<file path="src/rtl/tlc_pkg.sv">
// Shared types, constants and helper functions for the touch lamp color controller.
// No dependencies; every other file in rtl but tlc_stream_if imports this package.
package tlc_pkg;

  localparam int unsigned CNT_W      = 16;
  localparam int unsigned CH_W       = 8;
  localparam int unsigned COLOR_W    = 3 * CH_W;
  localparam int unsigned TIDX_W     = 6;
  localparam int unsigned CFG_IDX_W  = 3;
  localparam int unsigned CFG_DATA_W = 24;

  localparam logic [CNT_W-1:0]   CNT_MAX = '1;

  localparam logic [CNT_W-1:0]   POLL_TICKS_RST     = 16'd10;
  localparam logic [CNT_W-1:0]   IGNORE_TICKS_RST   = 16'd500;
  localparam logic [CNT_W-1:0]   HOLD_TICKS_RST     = 16'd100;
  localparam logic [CNT_W-1:0]   FADE_TICKS_RST     = 16'd10;
  localparam logic [COLOR_W-1:0] SHUTDOWN_COLOR_RST = 24'hFF0000;
  localparam logic [COLOR_W-1:0] INITIAL_COLOR_RST  = 24'hFFFFFF;

  localparam logic MODE_TICK  = 1'b0;
  localparam logic MODE_WRITE = 1'b1;

  typedef enum logic [CFG_IDX_W-1:0] {
    REG_POLL_TICKS     = 3'd0,
    REG_IGNORE_TICKS   = 3'd1,
    REG_HOLD_TICKS     = 3'd2,
    REG_FADE_TICKS     = 3'd3,
    REG_SHUTDOWN_COLOR = 3'd4,
    REG_INITIAL_COLOR  = 3'd5
  } cfg_reg_e;

  typedef struct packed {
    logic [CNT_W-1:0]   poll_ticks;
    logic [CNT_W-1:0]   ignore_ticks;
    logic [CNT_W-1:0]   hold_ticks;
    logic [CNT_W-1:0]   fade_ticks;
    logic [COLOR_W-1:0] shutdown_color;
    logic [COLOR_W-1:0] initial_color;
  } cfg_t;

  typedef struct packed {
    logic               mode;
    logic               up_level;
    logic               down_level;
    logic               handle_level;
    logic [TIDX_W-1:0]  table_index;
    logic [COLOR_W-1:0] table_color;
  } tlc_in_t;

  typedef struct packed {
    logic [CH_W-1:0]    red_level;
    logic [CH_W-1:0]    green_level;
    logic [CH_W-1:0]    blue_level;
    logic               led_power;
    logic               sensor_power;
    logic               asleep;
    logic [COLOR_W-1:0] beacon_color;
    logic               beacon_enable;
  } tlc_out_t;

  function automatic logic [CNT_W-1:0] count_up(input logic [CNT_W-1:0] c);
    return (c == CNT_MAX) ? CNT_MAX : c + 1'b1;
  endfunction

  // move one channel one step toward its target
  function automatic logic [CH_W-1:0] fade_channel(input logic [CH_W-1:0] s,
                                                   input logic [CH_W-1:0] t);
    logic [CH_W-1:0] r;
    r = s;
    if (t < s) begin
      r = s - 1'b1;
    end else if (t > s) begin
      r = s + 1'b1;
    end
    return r;
  endfunction

endpackage

</file>
<file path="src/rtl/tlc_stream_if.sv">
// Valid/ready channel carrying one word of a chosen payload type.
// Depends on nothing; payload types come from tlc_pkg at instantiation.
interface tlc_stream_if #(
  parameter type word_t = logic
);
  logic  valid;
  logic  ready;
  word_t data;

  modport source (output valid, output data, input ready);
  modport sink   (input valid, input data, output ready);
endinterface

</file>
<file path="src/rtl/tlc_color_table.sv">
// Color table memory: one write port, two read ports with registered data.
// A write in the same cycle as a read of that entry is passed to the read data.
module tlc_color_table #(
  parameter int unsigned DEPTH = 64,
  parameter int unsigned AW    = $clog2(DEPTH)
) (
  input  logic                        clk_i,
  input  logic                        we_i,
  input  logic [AW-1:0]               waddr_i,
  input  logic [tlc_pkg::COLOR_W-1:0] wdata_i,
  input  logic [AW-1:0]               raddr_a_i,
  input  logic [AW-1:0]               raddr_b_i,
  output logic [tlc_pkg::COLOR_W-1:0] rdata_a_o,
  output logic [tlc_pkg::COLOR_W-1:0] rdata_b_o
);
  import tlc_pkg::*;

  logic [COLOR_W-1:0] mem [DEPTH];
  logic [COLOR_W-1:0] rdata_a_q;
  logic [COLOR_W-1:0] rdata_b_q;

  always_ff @(posedge clk_i) begin
    if (we_i) begin
      mem[waddr_i] <= wdata_i;
    end
  end

  always_ff @(posedge clk_i) begin
    rdata_a_q <= (we_i && waddr_i == raddr_a_i) ? wdata_i : mem[raddr_a_i];
    rdata_b_q <= (we_i && waddr_i == raddr_b_i) ? wdata_i : mem[raddr_b_i];
  end

  assign rdata_a_o = rdata_a_q;
  assign rdata_b_o = rdata_b_q;

endmodule

</file>
<file path="src/rtl/tlc_core.sv">
// Lamp state and per-word step logic: pad polling, hold stepping, fading, sleep.
// Holds the configuration registers; uses tlc_pkg and the table neighbor reads.
module tlc_core #(
  parameter int unsigned COLOR_ENTRIES = 64,
  parameter int unsigned IDX_W         = $clog2(COLOR_ENTRIES)
) (
  input  logic                           clk_i,
  input  logic                           rst_ni,
  input  logic                           fire_i,
  input  tlc_pkg::tlc_in_t               word_i,
  input  logic [tlc_pkg::COLOR_W-1:0]    nb_up_i,
  input  logic [tlc_pkg::COLOR_W-1:0]    nb_dn_i,
  input  logic                           cfg_we_i,
  input  logic [tlc_pkg::CFG_IDX_W-1:0]  cfg_index_i,
  input  logic [tlc_pkg::CFG_DATA_W-1:0] cfg_data_i,
  output logic [IDX_W-1:0]               rd_addr_up_o,
  output logic [IDX_W-1:0]               rd_addr_dn_o,
  output tlc_pkg::tlc_out_t              result_o
);
  import tlc_pkg::*;

  cfg_t               cfg_q;
  logic               up_q, down_q, handle_q, both_q;
  logic               up_d, down_d, handle_d, both_d;
  logic [CNT_W-1:0]   poll_cnt_q, poll_cnt_d, hold_cnt_q, hold_cnt_d;
  logic [CNT_W-1:0]   fade_cnt_q, fade_cnt_d, poll_period_q, poll_period_d;
  logic [COLOR_W-1:0] target_q, target_d, shown_q, shown_d, kept_q, kept_d;
  logic [IDX_W-1:0]   idx_q, idx_d;
  logic               pend_q, pend_d, sleeping_q, sleeping_d;
  logic               led_q, led_d, kept_rst_q, kept_rst_d;
  logic               wr_poll, wr_initial;

  assign wr_poll    = cfg_we_i && (cfg_index_i == REG_POLL_TICKS);
  assign wr_initial = cfg_we_i && (cfg_index_i == REG_INITIAL_COLOR);

  always_comb begin
    up_d          = up_q;
    down_d        = down_q;
    handle_d      = handle_q;
    both_d        = both_q;
    poll_cnt_d    = poll_cnt_q;
    hold_cnt_d    = hold_cnt_q;
    fade_cnt_d    = fade_cnt_q;
    poll_period_d = poll_period_q;
    target_d      = target_q;
    shown_d       = shown_q;
    kept_d        = kept_q;
    idx_d         = idx_q;
    pend_d        = pend_q;
    sleeping_d    = sleeping_q;
    led_d         = led_q;
    kept_rst_d    = kept_rst_q;

    if (fire_i && word_i.mode == MODE_TICK) begin
      if (sleeping_q) begin
        if (word_i.handle_level) begin
          sleeping_d = 1'b0;
          handle_d   = 1'b1;
          target_d   = kept_q;
          pend_d     = 1'b0;
          led_d      = 1'b1;
        end
      end else begin
        poll_cnt_d = count_up(poll_cnt_q);
        hold_cnt_d = count_up(hold_cnt_q);
        fade_cnt_d = count_up(fade_cnt_q);

        if (poll_cnt_d >= poll_period_q) begin
          poll_cnt_d    = '0;
          poll_period_d = cfg_q.poll_ticks;

          if (!up_q && word_i.up_level) begin
            up_d = 1'b1;
            if (down_q) begin
              both_d        = 1'b1;
              target_d      = cfg_q.shutdown_color;
              poll_period_d = cfg_q.ignore_ticks;
            end else begin
              hold_cnt_d = '0;
            end
          end else if (up_q && !word_i.up_level) begin
            up_d   = 1'b0;
            both_d = 1'b0;
          end

          if (!down_q && word_i.down_level) begin
            down_d = 1'b1;
            if (up_d) begin
              both_d        = 1'b1;
              target_d      = cfg_q.shutdown_color;
              poll_period_d = cfg_q.ignore_ticks;
            end else begin
              hold_cnt_d = '0;
            end
          end else if (down_q && !word_i.down_level) begin
            down_d = 1'b0;
            both_d = 1'b0;
          end

          if (!handle_q && word_i.handle_level) begin
            handle_d = 1'b1;
            target_d = kept_q;
            pend_d   = 1'b0;
            led_d    = 1'b1;
          end else if (handle_q && !word_i.handle_level) begin
            handle_d   = 1'b0;
            kept_d     = target_d;
            kept_rst_d = 1'b0;
            target_d   = '0;
            pend_d     = 1'b1;
          end

          // step the index first, then load the neighbor color read last cycle
          if (down_d && !both_d && hold_cnt_d >= cfg_q.hold_ticks) begin
            hold_cnt_d = '0;
            if (idx_q != '0) begin
              idx_d    = idx_q - 1'b1;
              target_d = nb_dn_i;
            end
          end else if (up_d && !both_d && hold_cnt_d >= cfg_q.hold_ticks) begin
            hold_cnt_d = '0;
            if (idx_q != IDX_W'(COLOR_ENTRIES - 1)) begin
              idx_d    = idx_q + 1'b1;
              target_d = nb_up_i;
            end
          end
        end

        if (fade_cnt_d >= cfg_q.fade_ticks) begin
          fade_cnt_d = '0;
          shown_d = {fade_channel(shown_q[23:16], target_d[23:16]),
                     fade_channel(shown_q[15:8],  target_d[15:8]),
                     fade_channel(shown_q[7:0],   target_d[7:0])};
        end

        if (pend_d && shown_d == '0) begin
          sleeping_d = 1'b1;
          led_d      = 1'b0;
        end
      end
    end
  end

  // fetch the neighbors of the index that the next word will see
  assign rd_addr_up_o = idx_d + 1'b1;
  assign rd_addr_dn_o = idx_d - 1'b1;

  always_comb begin
    result_o.red_level     = shown_d[23:16];
    result_o.green_level   = shown_d[15:8];
    result_o.blue_level    = shown_d[7:0];
    result_o.led_power     = led_d;
    result_o.sensor_power  = !pend_d;
    result_o.asleep        = sleeping_d;
    result_o.beacon_color  = (target_d == cfg_q.shutdown_color) ? '0 : target_d;
    result_o.beacon_enable = !pend_d;
  end

  always_ff @(posedge clk_i or negedge rst_ni) begin
    if (!rst_ni) begin
      cfg_q.poll_ticks     <= POLL_TICKS_RST;
      cfg_q.ignore_ticks   <= IGNORE_TICKS_RST;
      cfg_q.hold_ticks     <= HOLD_TICKS_RST;
      cfg_q.fade_ticks     <= FADE_TICKS_RST;
      cfg_q.shutdown_color <= SHUTDOWN_COLOR_RST;
      cfg_q.initial_color  <= INITIAL_COLOR_RST;
    end else if (cfg_we_i) begin
      case (cfg_index_i)
        REG_POLL_TICKS:     cfg_q.poll_ticks     <= cfg_data_i[CNT_W-1:0];
        REG_IGNORE_TICKS:   cfg_q.ignore_ticks   <= cfg_data_i[CNT_W-1:0];
        REG_HOLD_TICKS:     cfg_q.hold_ticks     <= cfg_data_i[CNT_W-1:0];
        REG_FADE_TICKS:     cfg_q.fade_ticks     <= cfg_data_i[CNT_W-1:0];
        REG_SHUTDOWN_COLOR: cfg_q.shutdown_color <= cfg_data_i[COLOR_W-1:0];
        REG_INITIAL_COLOR:  cfg_q.initial_color  <= cfg_data_i[COLOR_W-1:0];
        default: ;
      endcase
    end
  end

  always_ff @(posedge clk_i or negedge rst_ni) begin
    if (!rst_ni) begin
      up_q          <= 1'b0;
      down_q        <= 1'b0;
      handle_q      <= 1'b0;
      both_q        <= 1'b0;
      poll_cnt_q    <= '0;
      hold_cnt_q    <= '0;
      fade_cnt_q    <= '0;
      poll_period_q <= POLL_TICKS_RST;
      target_q      <= '0;
      shown_q       <= '0;
      kept_q        <= INITIAL_COLOR_RST;
      idx_q         <= '0;
      pend_q        <= 1'b1;
      sleeping_q    <= 1'b0;
      led_q         <= 1'b0;
      kept_rst_q    <= 1'b1;
    end else begin
      up_q          <= up_d;
      down_q        <= down_d;
      handle_q      <= handle_d;
      both_q        <= both_d;
      poll_cnt_q    <= poll_cnt_d;
      hold_cnt_q    <= hold_cnt_d;
      fade_cnt_q    <= fade_cnt_d;
      poll_period_q <= wr_poll ? cfg_data_i[CNT_W-1:0] : poll_period_d;
      target_q      <= target_d;
      shown_q       <= shown_d;
      kept_q        <= (wr_initial && kept_rst_q) ? cfg_data_i[COLOR_W-1:0] : kept_d;
      idx_q         <= idx_d;
      pend_q        <= pend_d;
      sleeping_q    <= sleeping_d;
      led_q         <= led_d;
      kept_rst_q    <= kept_rst_d;
    end
  end

  // a second pad touch always marks both pads, so no hold step runs while both are held
  assert property (@(posedge clk_i) disable iff (!rst_ni)
    (up_q && down_q) |-> both_q)
    else $error("both pads touched without both flag");

  assert property (@(posedge clk_i) disable iff (!rst_ni)
    sleeping_q |-> (shown_q == '0 && pend_q && !led_q))
    else $error("asleep with lit LEDs or no pending sleep");

  assert property (@(posedge clk_i) disable iff (!rst_ni)
    !$stable(idx_q) |-> (idx_q == $past(idx_q) + 1'b1 || idx_q == $past(idx_q) - 1'b1))
    else $error("color index moved by more than one step");

endmodule

</file>
<file path="src/rtl/touch_lamp_color_controller.sv">
// Top level of the touch lamp color controller: input and result registers,
// color table and step core. Uses tlc_pkg, tlc_stream_if, tlc_color_table, tlc_core.
//
// Each input word is either a one-millisecond tick carrying the up, down and handle
// pad levels, or a write of one color table entry. Every word yields exactly one
// result word showing the lamp state after it. The block takes one word per clock
// cycle while the result side keeps taking results. A word passes through the input
// register, and its result is then offered from the result register. A held result
// does not block the input side until both registers are full. Hold steps load the
// table colors next to the current index, which the table's two read ports fetch
// ahead into registered data. The table has no reset, so entries must be written
// before the index reaches them. The user must make configuration writes only while
// no word is in flight; the block itself does not enforce this.
module touch_lamp_color_controller #(
  parameter int unsigned COLOR_ENTRIES = 64
) (
  input  logic                           clk_i,
  input  logic                           rst_ni,
  tlc_stream_if.sink                     in_i,
  tlc_stream_if.source                   res_o,
  input  logic                           cfg_we_i,
  input  logic [tlc_pkg::CFG_IDX_W-1:0]  cfg_index_i,
  input  logic [tlc_pkg::CFG_DATA_W-1:0] cfg_data_i
);
  import tlc_pkg::*;

  localparam int unsigned IDX_W = $clog2(COLOR_ENTRIES);

  logic             in_valid_q, in_valid_d;
  tlc_in_t          in_word_q;
  logic             out_valid_q, out_valid_d;
  tlc_out_t         out_word_q;
  tlc_out_t         result;
  logic             fire;
  logic             tbl_we;
  logic [IDX_W-1:0] rd_addr_up, rd_addr_dn;
  logic [COLOR_W-1:0] nb_up, nb_dn;

  // advance the held word when the result register is free or being drained
  assign fire        = in_valid_q && (!out_valid_q || res_o.ready);
  assign in_i.ready  = !in_valid_q || fire;
  assign in_valid_d  = (in_i.valid && in_i.ready) || (in_valid_q && !fire);
  assign out_valid_d = fire || (out_valid_q && !res_o.ready);

  assign tbl_we = fire && (in_word_q.mode == MODE_WRITE)
                  && (32'(in_word_q.table_index) < COLOR_ENTRIES);

  always_ff @(posedge clk_i or negedge rst_ni) begin
    if (!rst_ni) begin
      in_valid_q  <= 1'b0;
      out_valid_q <= 1'b0;
    end else begin
      in_valid_q  <= in_valid_d;
      out_valid_q <= out_valid_d;
    end
  end

  always_ff @(posedge clk_i) begin
    if (in_i.valid && in_i.ready) begin
      in_word_q <= in_i.data;
    end
    if (fire) begin
      out_word_q <= result;
    end
  end

  tlc_color_table #(
    .DEPTH (COLOR_ENTRIES),
    .AW    (IDX_W)
  ) u_table (
    .clk_i     (clk_i),
    .we_i      (tbl_we),
    .waddr_i   (IDX_W'(in_word_q.table_index)),
    .wdata_i   (in_word_q.table_color),
    .raddr_a_i (rd_addr_up),
    .raddr_b_i (rd_addr_dn),
    .rdata_a_o (nb_up),
    .rdata_b_o (nb_dn)
  );

  tlc_core #(
    .COLOR_ENTRIES (COLOR_ENTRIES),
    .IDX_W         (IDX_W)
  ) u_core (
    .clk_i        (clk_i),
    .rst_ni       (rst_ni),
    .fire_i       (fire),
    .word_i       (in_word_q),
    .nb_up_i      (nb_up),
    .nb_dn_i      (nb_dn),
    .cfg_we_i     (cfg_we_i),
    .cfg_index_i  (cfg_index_i),
    .cfg_data_i   (cfg_data_i),
    .rd_addr_up_o (rd_addr_up),
    .rd_addr_dn_o (rd_addr_dn),
    .result_o     (result)
  );

  assign res_o.valid = out_valid_q;
  assign res_o.data  = out_word_q;

endmodule

</file>
<file path="src/flat_wrapper.sv">
// flat-port wrapper written by rule: the top's interface ports become plain ports
module touch_lamp_color_controller_flat import tlc_pkg::*;
#(
  parameter int unsigned COLOR_ENTRIES = 64
)
  (clk_i, rst_ni, cfg_we_i, cfg_index_i, cfg_data_i, in_i_valid, in_i_data, in_i_ready, res_o_valid, res_o_data, res_o_ready);
  tlc_stream_if #(.word_t(tlc_in_t)) in_i_i ();
  tlc_stream_if #(.word_t(tlc_out_t)) res_o_i ();
  input  logic clk_i;
  input  logic rst_ni;
  input  logic cfg_we_i;
  input  logic [tlc_pkg::CFG_IDX_W-1:0] cfg_index_i;
  input  logic [tlc_pkg::CFG_DATA_W-1:0] cfg_data_i;
  input wire logic [$bits(in_i_i.valid)-1:0] in_i_valid;
  input wire logic [$bits(in_i_i.data)-1:0] in_i_data;
  output wire logic [$bits(in_i_i.ready)-1:0] in_i_ready;
  output wire logic [$bits(res_o_i.valid)-1:0] res_o_valid;
  output wire logic [$bits(res_o_i.data)-1:0] res_o_data;
  input wire logic [$bits(res_o_i.ready)-1:0] res_o_ready;
  assign in_i_i.valid = in_i_valid;
  assign in_i_i.data = in_i_data;
  assign in_i_ready = in_i_i.ready;
  assign res_o_valid = res_o_i.valid;
  assign res_o_data = res_o_i.data;
  assign res_o_i.ready = res_o_ready;
  touch_lamp_color_controller #(.COLOR_ENTRIES(COLOR_ENTRIES)) u_core (.clk_i(clk_i), .rst_ni(rst_ni), .in_i(in_i_i), .res_o(res_o_i), .cfg_we_i(cfg_we_i), .cfg_index_i(cfg_index_i), .cfg_data_i(cfg_data_i));
endmodule
</file>
<file path="config.mk">
export PLATFORM = sky130hd
export DESIGN_NAME = touch_lamp_color_controller_flat
export DESIGN_NICKNAME = d
export VERILOG_FILES = /design/src/rtl/tlc_pkg.sv /design/src/rtl/tlc_stream_if.sv /design/src/rtl/tlc_color_table.sv /design/src/rtl/tlc_core.sv /design/src/rtl/touch_lamp_color_controller.sv /design/src/flat_wrapper.sv
export SDC_FILE = /design/constraint.sdc
export NUM_CORES = 2
export LEC_CHECK = 0
export BUFFER_PORTS_ARGS = -buffer_cell sky130_fd_sc_hd__buf_2
export CAP_MARGIN = 10
export CORE_ASPECT_RATIO = 0.5
export CORE_MARGIN = 5
export CORE_UTILIZATION = 55
export DETAILED_ROUTE_END_ITERATION = 7
export HOLD_SLACK_MARGIN = 0.05
export PLACE_DENSITY = 0.75
export SYNTH_ARGS = -nofsm -noshare
export SYNTH_HDL_FRONTEND = slang
export SYNTH_SLANG_ARGS = --single-unit
</file>
<file path="constraint.sdc">
create_clock -name clk_i -period 7.9 [get_ports clk_i]
set_input_delay 0.395 -clock clk_i [delete_from_list [all_inputs] [get_ports clk_i]]
set_output_delay 0.395 -clock clk_i [all_outputs]
set_load 0.01 [all_outputs]
</file>
==> results.sh <==
export IMPL_dieHeight_um=298
export IMPL_crit_top_cell="and3_1"
export IMPL_finalInstanceArea_sq_um=102000
export IMPL_maxSlewViolCount=0
export IMPL_finalWorstPathRequiredPeriod_ns=7.43
export IMPL_critPathTopFamily="simple AND/OR/NAND/NOR gates"
export IMPL_synth_area_sq_um=91100
export IMPL_drv_cap=0
export IMPL_setup_worst_path_end_class="flop"
export IMPL_drc=3
export IMPL_die_x_um=586
export IMPL_first_global_vias=61700
export IMPL_hp_class="in -> async"
export IMPL_wl_per_cell_um=39.2
export IMPL_fin_tns_setup_ns=0
export IMPL_antenna_found_initial=24
export IMPL_register_area_sq_um=55000
export IMPL_numCtsBuffers=172
export IMPL_critPathArrivalTime_ns=7.95
export IMPL_clock_sinks=1872
export IMPL_die_area_sq_um=174000
export IMPL_violations="DRC"
export IMPL_period_share_pct=94.1
export IMPL_crit_buf_inv=1
export IMPL_fp_row_count=105
export IMPL_multi_input_area_sq_um=34300
export IMPL_syn_to_final_growth_pct=11.8
export IMPL_finalWirelength_um=335000
export IMPL_ys_ff_latch=1872
export IMPL_leakage_nw=36.0
export IMPL_critical_path_required_ns=8.42
export IMPL_crit_type="reg -> reg"
export IMPL_core_area_sq_um=164000
export IMPL_cts_root_buf="clkbuf_16"
export IMPL_dp_cells=8102
export IMPL_via_count=64000
export IMPL_overflow=0
export IMPL_postPlaceCellArea_sq_um=95500
export IMPL_start_util_pct=55.5
export IMPL_yosysSeqAreaShare_pct=60.3
export IMPL_synth_main_ff_cell="edfxtp_1"
export IMPL_power_density_nw_per_um2=218
export IMPL_gp_congestion=0.961
export IMPL_tightest_slew_ns=1.42
export IMPL_synth_edff_count=1621
export IMPL_drt_first_iter_violations=11600
export IMPL_p_total_mw=22.2
export IMPL_num_nets_final=6308
export IMPL_clkTransAtPathRegs_ns=0.07
export IMPL_cts_max_level=4
export IMPL_worst_hold_slack_ns=0.132
export IMPL_boundaryPins=120
export IMPL_clk_latency_ns=0.85
export IMPL_clockBufferDepth=4
export IMPL_drive_above_1_share_pct=25.1
export IMPL_syn_avg_cell_area_sq_um=15.5
export IMPL_drt_first_pass_iters=8
export IMPL_nFillCells=11600
export IMPL_track_usage_pct=37.8
export IMPL_critPathMaxFanout=9
export IMPL_critPathMaxStageDelay_ns=0.67
export IMPL_synth_net_count=6047
export IMPL_stdcell_count=8525
export IMPL_rsz0062_at_grt="false"
export IMPL_crit_slowest_cell="or4b_1"
export IMPL_outcome="finished, violations left"
export IMPL_grt_max_degree=177
export IMPL_grt_pass1_wl_um=465000
export IMPL_syn_inst=5895
export IMPL_start_kind="flop"
export IMPL_timing_fmax_mhz=135
export IMPL_synth_distinct_cells=107
export IMPL_portBuffers=119
export IMPL_ir_drop_mv=0.175
export IMPL_fin_skew_ns=0.0769
export IMPL_setup_violations=0
export IMPL_yosys_warnings=0
export IMPL_hold_viol_final=0
export IMPL_dp_hpwl_um=208000
export IMPL_cts_tree="done"
export IMPL_ys_async_sr_fraction_pct=12.8
export IMPL_vias_per_cell=7.51
export IMPL_ant_nets=0
export IMPL_slew_headroom_pct=5.60
==> worst reg2reg max path, delay by kind of cell, from the launching register on <==
kind	cells	cell delay [ns]
AOI/OAI and AO/OA	10	2.05
xor gates and xnor gates	1	0.12
adders and majority gates	3	0.72
buffers and inverters	1	0.16
DFF	1	0.41
muxes	1	0.21
and+or+nand+nor	15	3.53
==> power by group <==
part           switching [mW]  internal (mW)  total (mW)
logic                    1.51          0.858        2.37
registers               0.279           11.1        11.4
clock network            3.82           4.65        8.47
==> cell type report <==
type	count	share of cell area, %
antenna	49	0.120
clock buffer	215	4.50
clock inverter	86	0.842
inverter	115	0.424
multi-input combinational	3508	33.7
sequential	1872	54.0
tap	2193	2.69
timing repair buffer	487	3.78
==> synthesized netlist by cell type (27+ instances only) <==
| master | n | area, sq um |
|---|---|---|
| buf_2 | 107 | 536 |
| a211oi_1 | 30 | 225 |
| nor2b_1 | 44 | 275 |
| nand3_1 | 138 | 691 |
| a22o_1 | 48 | 420 |
| o22ai_1 | 42 | 263 |
| ha_1 | 86 | 1080 |
| mux4_2 | 604 | 13600 |
| a21oi_1 | 185 | 926 |
| a221oi_1 | 56 | 490 |
| dfrtp_1 | 191 | 4780 |
| nor4_1 | 27 | 169 |
| o21ai_0 | 214 | 1070 |
| and3_1 | 39 | 244 |
| buf_6 | 46 | 518 |
| buf_4 | 49 | 368 |
| mux2_2 | 79 | 890 |
| nand2_1 | 420 | 1580 |
| mux2i_1 | 447 | 4470 |
| xnor2_1 | 66 | 578 |
| nand4_1 | 47 | 294 |
| buf_1 | 34 | 128 |
| clkbuf_1 | 163 | 612 |
| edfxtp_1 | 1621 | 48700 |
| nor2_1 | 235 | 882 |
| dfstp_2 | 49 | 1290 |
| inv_1 | 111 | 417 |
| a31oi_1 | 45 | 282 |
| nor3_1 | 45 | 225 |
| a22oi_1 | 198 | 1490 |
==> cell usage in the layout, fill, tap and decap left out, types with 35 or more instances in the layout <==
cell type,n
mux2_2,79
dfstp_2,49
clkbuf_1,35
nor2_1,165
clkbuf_16,176
edfxtp_1,1621
nor3_1,42
nor2_4,67
nand3_1,138
inv_1,111
o21ai_0,207
diode_2,49
a221oi_1,56
a21oi_1,182
and3_1,39
mux2i_1,447
o22ai_1,42
dlygate4sd3_1,61
a31oi_1,42
mux4_2,604
nand2_1,420
buf_4,278
a22oi_1,198
nand4_1,47
a22o_1,48
xnor2_1,66
buf_2,119
dfrtp_1,191
ha_1,86
==> path summary, 6_finish.rpt <==
| path | start | end | slack, ns | cells after the start |
|---|---|---|---|---|
| min | rst_ni | u_core.u_core.cfg_q[35] | 0.13 | 2 |
| min in group clk_i | in_i_data[24] | u_core.in_word_q[24] | 0.26 | 2 |
| min reg2reg | u_core.u_core.cfg_q[97] | u_core.u_core.cfg_q[97] | 0.46 | 2 |
| max | u_core.u_core.poll_cnt_q[0] | u_core.res_o.data[27] | 0.47 | 31 |
| max reg2reg | u_core.u_core.poll_cnt_q[0] | u_core.res_o.data[27] | 0.47 | 31 |
| max in group asynchronous | rst_ni | u_core.u_core.hold_cnt_q[13] | 6.36 | 3 |
==> cell families after synthesis <==
| group | count (synthesis) | share of synthesized area, % |
|---|---|---|
| adder cells (fa/ha/maj) | 86 | 1.18 |
| buffers and inverters | 515 | 2.86 |
| multiplexers | 1130 | 20.8 |
| AO/OA/AOI/OAI | 1083 | 8.23 |
| AND/OR/NAND/NOR | 1132 | 5.87 |
| flip-flops | 1872 | 60.3 |
| XOR/XNOR | 77 | 0.740 |
==> state kept, by name, summed over array words and instances (netlist names), 6 cells and up, named ones only <==
| register | cells |
|---|---|
| u_core.in_word_q | 34 |
| u_core.res_o.data | 51 |
| u_core.u_core.cfg_q | 88 |
| u_core.u_core.fade_cnt_q | 16 |
| u_core.u_core.hold_cnt_q | 16 |
| u_core.u_core.idx_q | 6 |
| u_core.u_core.kept_q | 24 |
| u_core.u_core.poll_cnt_q | 16 |
| u_core.u_core.poll_period_q | 16 |
| u_core.u_core.shown_q | 24 |
| u_core.u_core.target_q | 24 |
| u_core.u_table.mem | 1536 |
==> per-layer routing <==
layer | global-route usage, % | part of all wire, %
met3 | 21.7 | 19
met4 | 19.1 | 6.4
met1 | 48.0 | 33
met2 | 51.6 | 41
met5 | 0 | 0.13
==> metrics by stage <==
stage	setup slack [ns]	util (%)
2_1_floorplan	1.03	-
3_3_place_gp	0.0669	58.1
3_5_place_dp	-0.0105	58.1
4_1_cts	0.0379	61.8
5_1_grt	0.0199	61.9
6_report	0.468	62.0
==> repair_timing <==
| action | 4_1_cts | 5_1_grt |
|---|---|---|
| hold endpoints to repair | 178 | 0 |
| setup endpoints to repair | 1 | 8 |
| hold buffers | 61 | 0 |
| pin swaps | 1 | 2 |
| resized for setup | 1 | 20 |
| buffers inserted | 5 | 2 |
(Power assumes the default switching activity.)
